$ cat src/hdl/mi31_pkg.sv
// shared types and constants for the mersenne-31 modular inverse core
// no dependencies

package mi31_pkg;

    localparam int unsigned WIDTH = 31;
    localparam logic [WIDTH-1:0] MODULUS = 31'h7FFF_FFFF;

    typedef logic [WIDTH-1:0] word_t;

    typedef enum logic [0:0] {
        ST_IDLE,
        ST_RUN
    } state_t;

    typedef enum logic [0:0] {
        OP_SHIFT,
        OP_SUB
    } op_t;

endpackage

$ cat src/hdl/mi31_if.sv
// item channel interfaces for the modular inverse core
// depends on mi31_pkg

interface mi31_req_if;
    logic             valid;
    logic             ready;
    mi31_pkg::word_t  value;

    modport source (output valid, output value, input ready);
    modport sink   (input valid, input value, output ready);
endinterface

interface mi31_rsp_if;
    logic             valid;
    logic             ready;
    mi31_pkg::word_t  inverse;
    logic             no_inverse;

    modport source (output valid, output inverse, output no_inverse, input ready);
    modport sink   (input valid, input inverse, input no_inverse, output ready);
endinterface

$ cat src/hdl/modular_inverse_mersenne31_core.sv
// Modular inverse modulo the prime 2^31-1 by binary extended gcd. An item is taken
// when the core is idle; it then runs one reduction step per cycle through a shared
// step unit (halve an even operand, or halve the difference of two odd operands),
// at most 60 steps since the product of the two operands halves each step; the
// result then goes to the output register once that is free. A value of zero or
// the all-ones pattern has no inverse and returns 0 with no_inverse set, without
// any reduction steps. A finished result waits in an output register while the next
// item is taken.
// depends on mi31_pkg, mi31_if, mi31_step_unit

module modular_inverse_mersenne31_core
(
    input  logic             clk,
    input  logic             rst_n,
    mi31_req_if.sink         req,
    mi31_rsp_if.source       rsp
);

    mi31_pkg::state_t  state_reg, state_next;
    mi31_pkg::word_t   u_reg, u_next;
    mi31_pkg::word_t   v_reg, v_next;
    mi31_pkg::word_t   x1_reg, x1_next;
    mi31_pkg::word_t   x2_reg, x2_next;
    logic              zero_reg, zero_next;
    logic              out_valid_reg, out_valid_next;
    mi31_pkg::word_t   out_inv_reg, out_inv_next;
    logic              out_none_reg, out_none_next;

    mi31_pkg::op_t     op;
    logic              sel_v;
    mi31_pkg::word_t   p, q, xp, xq, p_new, xp_new;
    logic              slot_free;
    logic              u_one, v_one;

    mi31_step_unit u_step
    (
        .op     (op),
        .p      (p),
        .q      (q),
        .xp     (xp),
        .xq     (xq),
        .p_new  (p_new),
        .xp_new (xp_new)
    );

    assign req.ready      = (state_reg == mi31_pkg::ST_IDLE);
    assign rsp.valid      = out_valid_reg;
    assign rsp.inverse    = out_inv_reg;
    assign rsp.no_inverse = out_none_reg;

    always_comb
    begin
        u_one     = (u_reg == mi31_pkg::word_t'(1));
        v_one     = (v_reg == mi31_pkg::word_t'(1));
        slot_free = !out_valid_reg || rsp.ready;

        // pick the operand to reduce
        if (u_reg[0] && v_reg[0])
        begin
            op    = mi31_pkg::OP_SUB;
            sel_v = (u_reg < v_reg);
        end
        else
        begin
            op    = mi31_pkg::OP_SHIFT;
            sel_v = u_reg[0];
        end
        p  = sel_v ? v_reg  : u_reg;
        q  = sel_v ? u_reg  : v_reg;
        xp = sel_v ? x2_reg : x1_reg;
        xq = sel_v ? x1_reg : x2_reg;

        state_next     = state_reg;
        u_next         = u_reg;
        v_next         = v_reg;
        x1_next        = x1_reg;
        x2_next        = x2_reg;
        zero_next      = zero_reg;
        out_valid_next = out_valid_reg && !rsp.ready;
        out_inv_next   = out_inv_reg;
        out_none_next  = out_none_reg;

        unique case (state_reg)
            mi31_pkg::ST_IDLE:
            begin
                if (req.valid)
                begin
                    u_next     = req.value;
                    v_next     = mi31_pkg::MODULUS;
                    x1_next    = mi31_pkg::word_t'(1);
                    x2_next    = '0;
                    zero_next  = (req.value == '0) || (req.value == mi31_pkg::MODULUS);
                    state_next = mi31_pkg::ST_RUN;
                end
            end
            mi31_pkg::ST_RUN:
            begin
                if (zero_reg || u_one || v_one)
                begin
                    if (slot_free)
                    begin
                        out_valid_next = 1'b1;
                        out_none_next  = zero_reg;
                        if (zero_reg)
                        begin
                            out_inv_next = '0;
                        end
                        else if (u_one)
                        begin
                            out_inv_next = x1_reg;
                        end
                        else
                        begin
                            out_inv_next = x2_reg;
                        end
                        state_next = mi31_pkg::ST_IDLE;
                    end
                end
                else if (sel_v)
                begin
                    v_next  = p_new;
                    x2_next = xp_new;
                end
                else
                begin
                    u_next  = p_new;
                    x1_next = xp_new;
                end
            end
            default:
            begin
                state_next = mi31_pkg::ST_IDLE;
            end
        endcase
    end

    always_ff @(posedge clk or negedge rst_n)
    begin
        if (!rst_n)
        begin
            state_reg     <= mi31_pkg::ST_IDLE;
            out_valid_reg <= 1'b0;
        end
        else
        begin
            state_reg     <= state_next;
            out_valid_reg <= out_valid_next;
        end
    end

    always_ff @(posedge clk)
    begin
        u_reg        <= u_next;
        v_reg        <= v_next;
        x1_reg       <= x1_next;
        x2_reg       <= x2_next;
        zero_reg     <= zero_next;
        out_inv_reg  <= out_inv_next;
        out_none_reg <= out_none_next;
    end

endmodule

$ cat src/hdl/mi31_step_unit.sv
// shared step unit of the binary inversion: halving or odd-difference halving,
// with the matching coefficient update modulo 2^31-1; depends on mi31_pkg

module mi31_step_unit
(
    input  mi31_pkg::op_t    op,
    input  mi31_pkg::word_t  p,
    input  mi31_pkg::word_t  q,
    input  mi31_pkg::word_t  xp,
    input  mi31_pkg::word_t  xq,
    output mi31_pkg::word_t  p_new,
    output mi31_pkg::word_t  xp_new
);

    logic [mi31_pkg::WIDTH:0]   diff;
    logic [mi31_pkg::WIDTH:0]   xdiff;
    mi31_pkg::word_t            xsub;
    mi31_pkg::word_t            hin;
    logic [mi31_pkg::WIDTH:0]   hsum;

    always_comb
    begin
        diff  = {1'b0, p} - {1'b0, q};
        xdiff = {1'b0, xp} - {1'b0, xq};
        if (xdiff[mi31_pkg::WIDTH])
        begin
            xsub = xdiff[mi31_pkg::WIDTH-1:0] + mi31_pkg::MODULUS;
        end
        else
        begin
            xsub = xdiff[mi31_pkg::WIDTH-1:0];
        end

        case (op)
            mi31_pkg::OP_SUB:
            begin
                p_new = {1'b0, diff[mi31_pkg::WIDTH-1:1]};
                hin   = xsub;
            end
            default:
            begin
                p_new = {1'b0, p[mi31_pkg::WIDTH-1:1]};
                hin   = xp;
            end
        endcase

        // halve modulo 2^31-1: add the odd modulus first when odd
        hsum   = {1'b0, hin} + (hin[0] ? {1'b0, mi31_pkg::MODULUS} : '0);
        xp_new = hsum[mi31_pkg::WIDTH:1];
    end

endmodule

$ cat src/flat_wrapper.sv
// flat-port wrapper written by rule: the top's interface ports become plain ports
module modular_inverse_mersenne31_core_flat 
  (clk, rst_n, req_valid, req_value, req_ready, rsp_valid, rsp_inverse, rsp_no_inverse, rsp_ready);
  mi31_req_if req_i ();
  mi31_rsp_if rsp_i ();
  input  logic clk;
  input  logic rst_n;
  input wire logic [$bits(req_i.valid)-1:0] req_valid;
  input wire logic [$bits(req_i.value)-1:0] req_value;
  output wire logic [$bits(req_i.ready)-1:0] req_ready;
  output wire logic [$bits(rsp_i.valid)-1:0] rsp_valid;
  output wire logic [$bits(rsp_i.inverse)-1:0] rsp_inverse;
  output wire logic [$bits(rsp_i.no_inverse)-1:0] rsp_no_inverse;
  input wire logic [$bits(rsp_i.ready)-1:0] rsp_ready;
  assign req_i.valid = req_valid;
  assign req_i.value = req_value;
  assign req_ready = req_i.ready;
  assign rsp_valid = rsp_i.valid;
  assign rsp_inverse = rsp_i.inverse;
  assign rsp_no_inverse = rsp_i.no_inverse;
  assign rsp_i.ready = rsp_ready;
  modular_inverse_mersenne31_core u_core (.clk(clk), .rst_n(rst_n), .req(req_i), .rsp(rsp_i));
endmodule
$ cat config.mk
export PLATFORM = sky130hd
export DESIGN_NAME = modular_inverse_mersenne31_core_flat
export DESIGN_NICKNAME = d
export VERILOG_FILES = /design/src/hdl/mi31_pkg.sv /design/src/hdl/mi31_if.sv /design/src/hdl/modular_inverse_mersenne31_core.sv /design/src/hdl/mi31_step_unit.sv /design/src/flat_wrapper.sv
export SDC_FILE = /design/constraint.sdc
export NUM_CORES = 1
export LEC_CHECK = 0
export ABC_AREA = 0
export BUFFER_PORTS_ARGS = -buffer_cell sky130_fd_sc_hd__buf_4
export CAP_MARGIN = 0
export CORE_MARGIN = 4
export CORE_UTILIZATION = 25
export DETAILED_ROUTE_END_ITERATION = 8
export GPL_TIMING_DRIVEN = 0
export HOLD_SLACK_MARGIN = 0.15
export PLACE_DENSITY_LB_ADDON = 0.08
export SLEW_MARGIN = 40
export SYNTH_ARGS = -nofsm -noshare
export SYNTH_HDL_FRONTEND = slang
export SYNTH_HIERARCHICAL = 1
export SYNTH_SLANG_ARGS = --single-unit
$ cat constraint.sdc
create_clock -name clk -period 7.41 [get_ports clk]
set_clock_uncertainty 0.1 [all_clocks]
set_input_delay 2.223 -clock clk [delete_from_list [all_inputs] [get_ports clk]]
set_output_delay 2.223 -clock clk [all_outputs]
set_load 0.01 [all_outputs]
==> flow_summary.toml, run 1 <==
[timing]
setup_slack_ps = -792
relSlewSlack_pct = 39.0
fmax_mhz = 122
worstMarginPinSlew_ps = 908
min_period_ps = 8200
rsz0062_at_grt = "true"
finalSetupViolations = 31
hold_viol_final = 0
fin_crit_sh_pct = 111
slew_violations = 0

[cts]
numCtsBuffers = 17
h-tree-depth = 4
clock_latency_ps = 480
cts_sinks = 159
root_buffer = "clkbuf_16"
clock_path_buffers = 2
cts_tree = "built"
clk_pin_slew_ps = 80

[routing]
first_pass_iters = 6
routed_wl_um = 88500
postRouteAntennaNets = 0
met2WireLength_um = 39100
topRoutingLayerUsed = "met5"
route.detailed.drc = 0
drt_iter0_drc = 2136
dr_total_vias = 20400
wl_per_cell_um = 25.4
wl_met1_um = 42200
wl_met3_um = 4920
via_per_inst = 5.87

[grt]
grt.total_usage_pct = 21.6
overflow = 0
grt_pass1_vias = 19400
grt_pass1_wl_um = 129000
antenna_found_initial = 1
grt_max_degree = 19

[logic_synthesis]
netlist_area_um2 = 18700
syn_nets = 2439
ys_ff_latch = 159
synth-seq-area-share_pct = 25.5
async_reset_ff_share_pct = 1.26
synth_edf_count = 157
ys_types = 95
postSynthAreaPerCell_um2 = 8.18
yosysWarnings = 6
synth_flop_cell = "edfxtp_1"
syn-instance-count = 2281

[hold_path]
hold_path_class = "reg2reg"

[cells_and_area]
final_nets = 2671
seqCellArea_um2 = 4760
multi_input_area_um2 = 14200
area_growth_pct = 28.8
final_core_util_pct = 32.7
layout-drive-gt1-share_pct = 25.4
fill_cells = 7694
diodes = 0

[floorplan]
die_x_um = 281
core_um2 = 73500
num_rows = 99
initial_core_util_pct = 25.4
die_area_um2 = 79100
io_pins = 69
die_h_um = 281

[worst_setup_path]
crit_path_start_kind = "register"
crit_top_cell = "a21o_1"
max_stage_delay_ps = 590
required_ps = 7540
worst_path_max_delay_cell = "or4_4"
cp.arrival_ps = 8340
crit_path_end_kind = "register"
path_buf_inv = 6
cp_max_fo = 6
worstSetupPathType = "reg2reg"
cp_top_family = "compound AO/OA/AOI/OAI gates"

[placed_design]
gp_congestion = 0.911
dpl.hpwl_um = 66100
portBuffers = 68

[outcome]
violations = "setup timing"
run_status = "finished with violations"

[run]
drv_cap = 0
[final cells by class]
cell class              count  area share, %
well taps                 959           4.99
flip-flops and latches    159           19.8
repair buffers            231           8.13
clock buffers              18           1.79
clock inverters            14          0.510
inverters                 132           2.06
multi-input cells        1801           58.9
plain buffers             171           3.76
[stage by stage]
step	instance area [um^2]	TNS, ps	hold slack, ps	setup WS [ps]	cells
after floorplan	18700	-90.8	412	-45.4	2281
after global placement	20400	-407690	448	-3180	3308
after detailed placement	20700	-93290	498	-2410	3321
after CTS	23300	-11160	509	-789	3444
after global routing	24000	-22330	547	-1030	3485
final	24000	-12450	508	-792	3485
[routing by layer]
layer  vias to the layer above  track usage [%]
met5                         -                0
met4                         2             5.88
li1                       9320                -
met2                       805             33.8
met3                       103             3.01
met1                     10200             31.2
[worst register-to-register path: cells and delay by family, from the launching register on]
| family | cells | cell delay, ps |
|---|---|---|
| flops | 1 | 490 |
| buf+inv | 6 | 680 |
| compound gates | 18 | 3210 |
| simple gates | 8 | 2110 |
| fa+ha+maj | 4 | 1180 |
| xor+xnor | 1 | 190 |
[worst paths after layout]
kind | from | end | slack [ps] | cells after the start
worst min register to register | u_core/rsp.valid | u_core/rsp.valid | 510 | 2
max in group asynchronous | rst_n | u_core/state_reg | 5710 | 1
worst max register to register | u_core/u_reg[25] | u_core/x1_reg[30] | -790 | 37
min in group asynchronous | rst_n | u_core/rsp.valid | 1410 | 1
worst max-delay path | u_core/u_reg[25] | u_core/x1_reg[30] | -790 | 37
worst min-delay path | u_core/rsp.valid | u_core/rsp.valid | 510 | 2
[layout by cell type (no fill, tap or decap), drive strengths merged, types with 75 or more instances in the layout]
cell / n
buf: 276
nand2: 189
edfxtp: 157
clkbuf: 143
nand4: 142
inv: 139
nor2: 133
a21oi: 131
a31oi: 122
ha: 121
o311ai: 105
o21ai: 75
[Yosys cell counts, drive strengths merged (28+ instances only)]
master   instances  area share, %
a21o            36            1.5
a31oi          122            4.2
o311ai         105            4.9
o2bb2ai         74            3.5
ha             121            8.1
mux2i           38            2.0
xnor2           57            2.8
o22ai           31            1.0
nor4            28           0.97
xor2            35            1.6
nand3           65            1.7
o211ai          31            1.2
clkbuf         145            2.9
buf             44            1.6
nand2          189            3.8
inv            131            2.6
mux2            62            3.7
o21ai           75            2.0
a21oi          131            3.6
nor2           133            2.7
edfxtp         157             25
nand2b          40            1.3
nand4          142            4.8
and2            63            2.1
[kinds of logic after synthesis]
group           share of synthesized area [%]
compound gates                           27.6
xor+xnor                                 4.42
fa+ha+maj                                8.33
buf+inv                                  7.20
flops                                    25.5
mux                                      5.78
other cells                            0.0201
simple gates                             21.2
[repair_timing]
item	in CTS	in global routing
setup buffers	112	51
resized for setup	262	79
hold buffers	0	0
gates cloned	2	0
pin swaps	100	45
setup endpoints to repair	56	56
Power of run 1 is left out: the tool's default activity adds up to more than one toggle a clock period on the data nets, which glitch-free logic cannot reach.
==> run 2: changes to the inputs <==
RECOVER_POWER = 25   (was unset)
==> flow_summary.toml, run 2 (same netlist as run 1, synthesis figures left out) <==
[hold_path]
hold_path_class = "reg2reg"

[cells_and_area]
final_cell_mix = "buf_4 (199), nand2_1 (183), edfxtp_1 (157)"
final_common_cell = "buf_4"
final_core_util_pct = 32.7
layout-drive-gt1-share_pct = 25.3
diodes = 0
final_nets = 2671
area_growth_pct = 28.7

[worst_setup_path]
rr_endpoint = "u_core/x1_reg[30]"
worstSetupPathType = "reg2reg"
reg2reg_depth = 37
crit_path_end_kind = "register"
crit_top_cell = "a21o_1"
cp_top_family = "compound AO/OA/AOI/OAI gates"
crit_cells = 37
endpoint = "u_core/x1_reg[30]"
required_ps = 7550
path_buf_inv = 6
max_stage_delay_ps = 590
crit_path_start_kind = "register"
timing.rr.start = "u_core/u_reg[25]"
r2r_setup_slack_ps = -790
worst_path_max_delay_cell = "or4_4"
startpoint = "u_core/u_reg[25]"
cp.arrival_ps = 8340
cp_max_fo = 6

[cts]
cts_sinks = 159
root_buffer = "clkbuf_16"
postCtsHoldBufs = 0
clock_path_buffers = 2
numCtsBuffers = 17
clk_pin_slew_ps = 80
clock_latency_ps = 480
cts_tree = "built"
h-tree-depth = 4

[timing]
fmax_mhz = 122
hold_viol_final = 0
min_period_ps = 8200
holdWs_ps = 511
relSlewSlack_pct = 18.9
worstMarginPinSlew_ps = 1220
fin_tns_setup_ps = -12450
fin_crit_sh_pct = 111
finalSetupViolations = 30
setup_slack_ps = -793
rsz0062_at_grt = "true"
slew_violations = 0

[routing]
wl_per_cell_um = 25.4
via_per_inst = 5.87
first_pass_iters = 6
routed_wl_um = 88500
route.detailed.drc = 0
dr_total_vias = 20500
postRouteAntennaNets = 0
drt_iter0_drc = 2134

[placed_design]
dpl.hpwl_um = 66100
gp_congestion = 0.911
portBuffers = 68
preCtsSetupSlack_ps = -2410

[floorplan]
die_area_um2 = 79100
die_x_um = 281
num_rows = 99
core_um2 = 73500
io_pins = 69
die_h_um = 281
initial_core_util_pct = 25.4

[grt]
antenna_found_initial = 1
grt.total_usage_pct = 21.6
grt_pass1_vias = 19400
grt_pass1_wl_um = 129000
overflow = 0
grt_max_degree = 19

[outcome]
run_status = "finished with violations"
violations = "setup timing"

[run]
drv_cap = 0
[run 2: layer usage]
| metal | GRT usage, % | routed length, um | up-vias | part of all wire, % |
|---|---|---|---|---|
| li1 | - | - | 9325 | - |
| met1 | 31.2 | 42300 | 10200 | 48 |
| met2 | 33.8 | 39000 | 815 | 44 |
| met3 | 3.01 | 4980 | 104 | 5.6 |
| met4 | 5.88 | 2240 | 2 | 2.5 |
| met5 | 0 | 9 | - | 0.010 |
[run 2: worst register-to-register path: cells and delay by family, from the launching register on]
family / cells / cell delay (ps)
compound gates: 18 / 3210
buf+inv: 6 / 680
fa+ha+maj: 4 / 1180
flops: 1 / 490
simple gates: 8 / 2110
xor+xnor: 1 / 190
[run 2: layout make-up]
| cell class | count | area (um^2) |
|---|---|---|
| multi-input combinational | 1801 | 14200 |
| buffer | 171 | 902 |
| fill | 7696 | 49400 |
| clock inverter | 14 | 123 |
| timing repair buffer | 231 | 1940 |
| inverter | 132 | 495 |
| sequential | 159 | 4760 |
| clock buffer | 18 | 429 |
| tap | 959 | 1200 |
[run 2: timing repair]
item                                    4_1_cts  5_1_grt
buffers inserted                            112       51
endpoints found under the setup margin       56       56
cloned                                        2        0
pin swaps                                   100       45
endpoints found under the hold margin         0        0
resized for setup                           262       79
[run 2: stage by stage]
step	cells	area (um^2)
floorplan	2281	18700
global placement	3308	20400
global route	3485	24000
CTS	3444	23300
detailed placement	3321	20700
finish	3485	24000
[run 2: worst min path at each step]
stage	endpoint	slack, ps	from	cells after the start
finish	u_core/rsp.valid	510	u_core/rsp.valid	2
global route	u_core/rsp.valid	550	u_core/rsp.valid	2
CTS	u_core/rsp.valid	510	u_core/rsp.valid	2
detailed placement	u_core/rsp.valid	500	u_core/rsp.valid	2
global placement	u_core/rsp.valid	450	u_core/rsp.valid	2
floorplan	u_core/rsp.no_inverse	410	u_core/zero_reg	0
Power of run 2 is left out for the same reason.
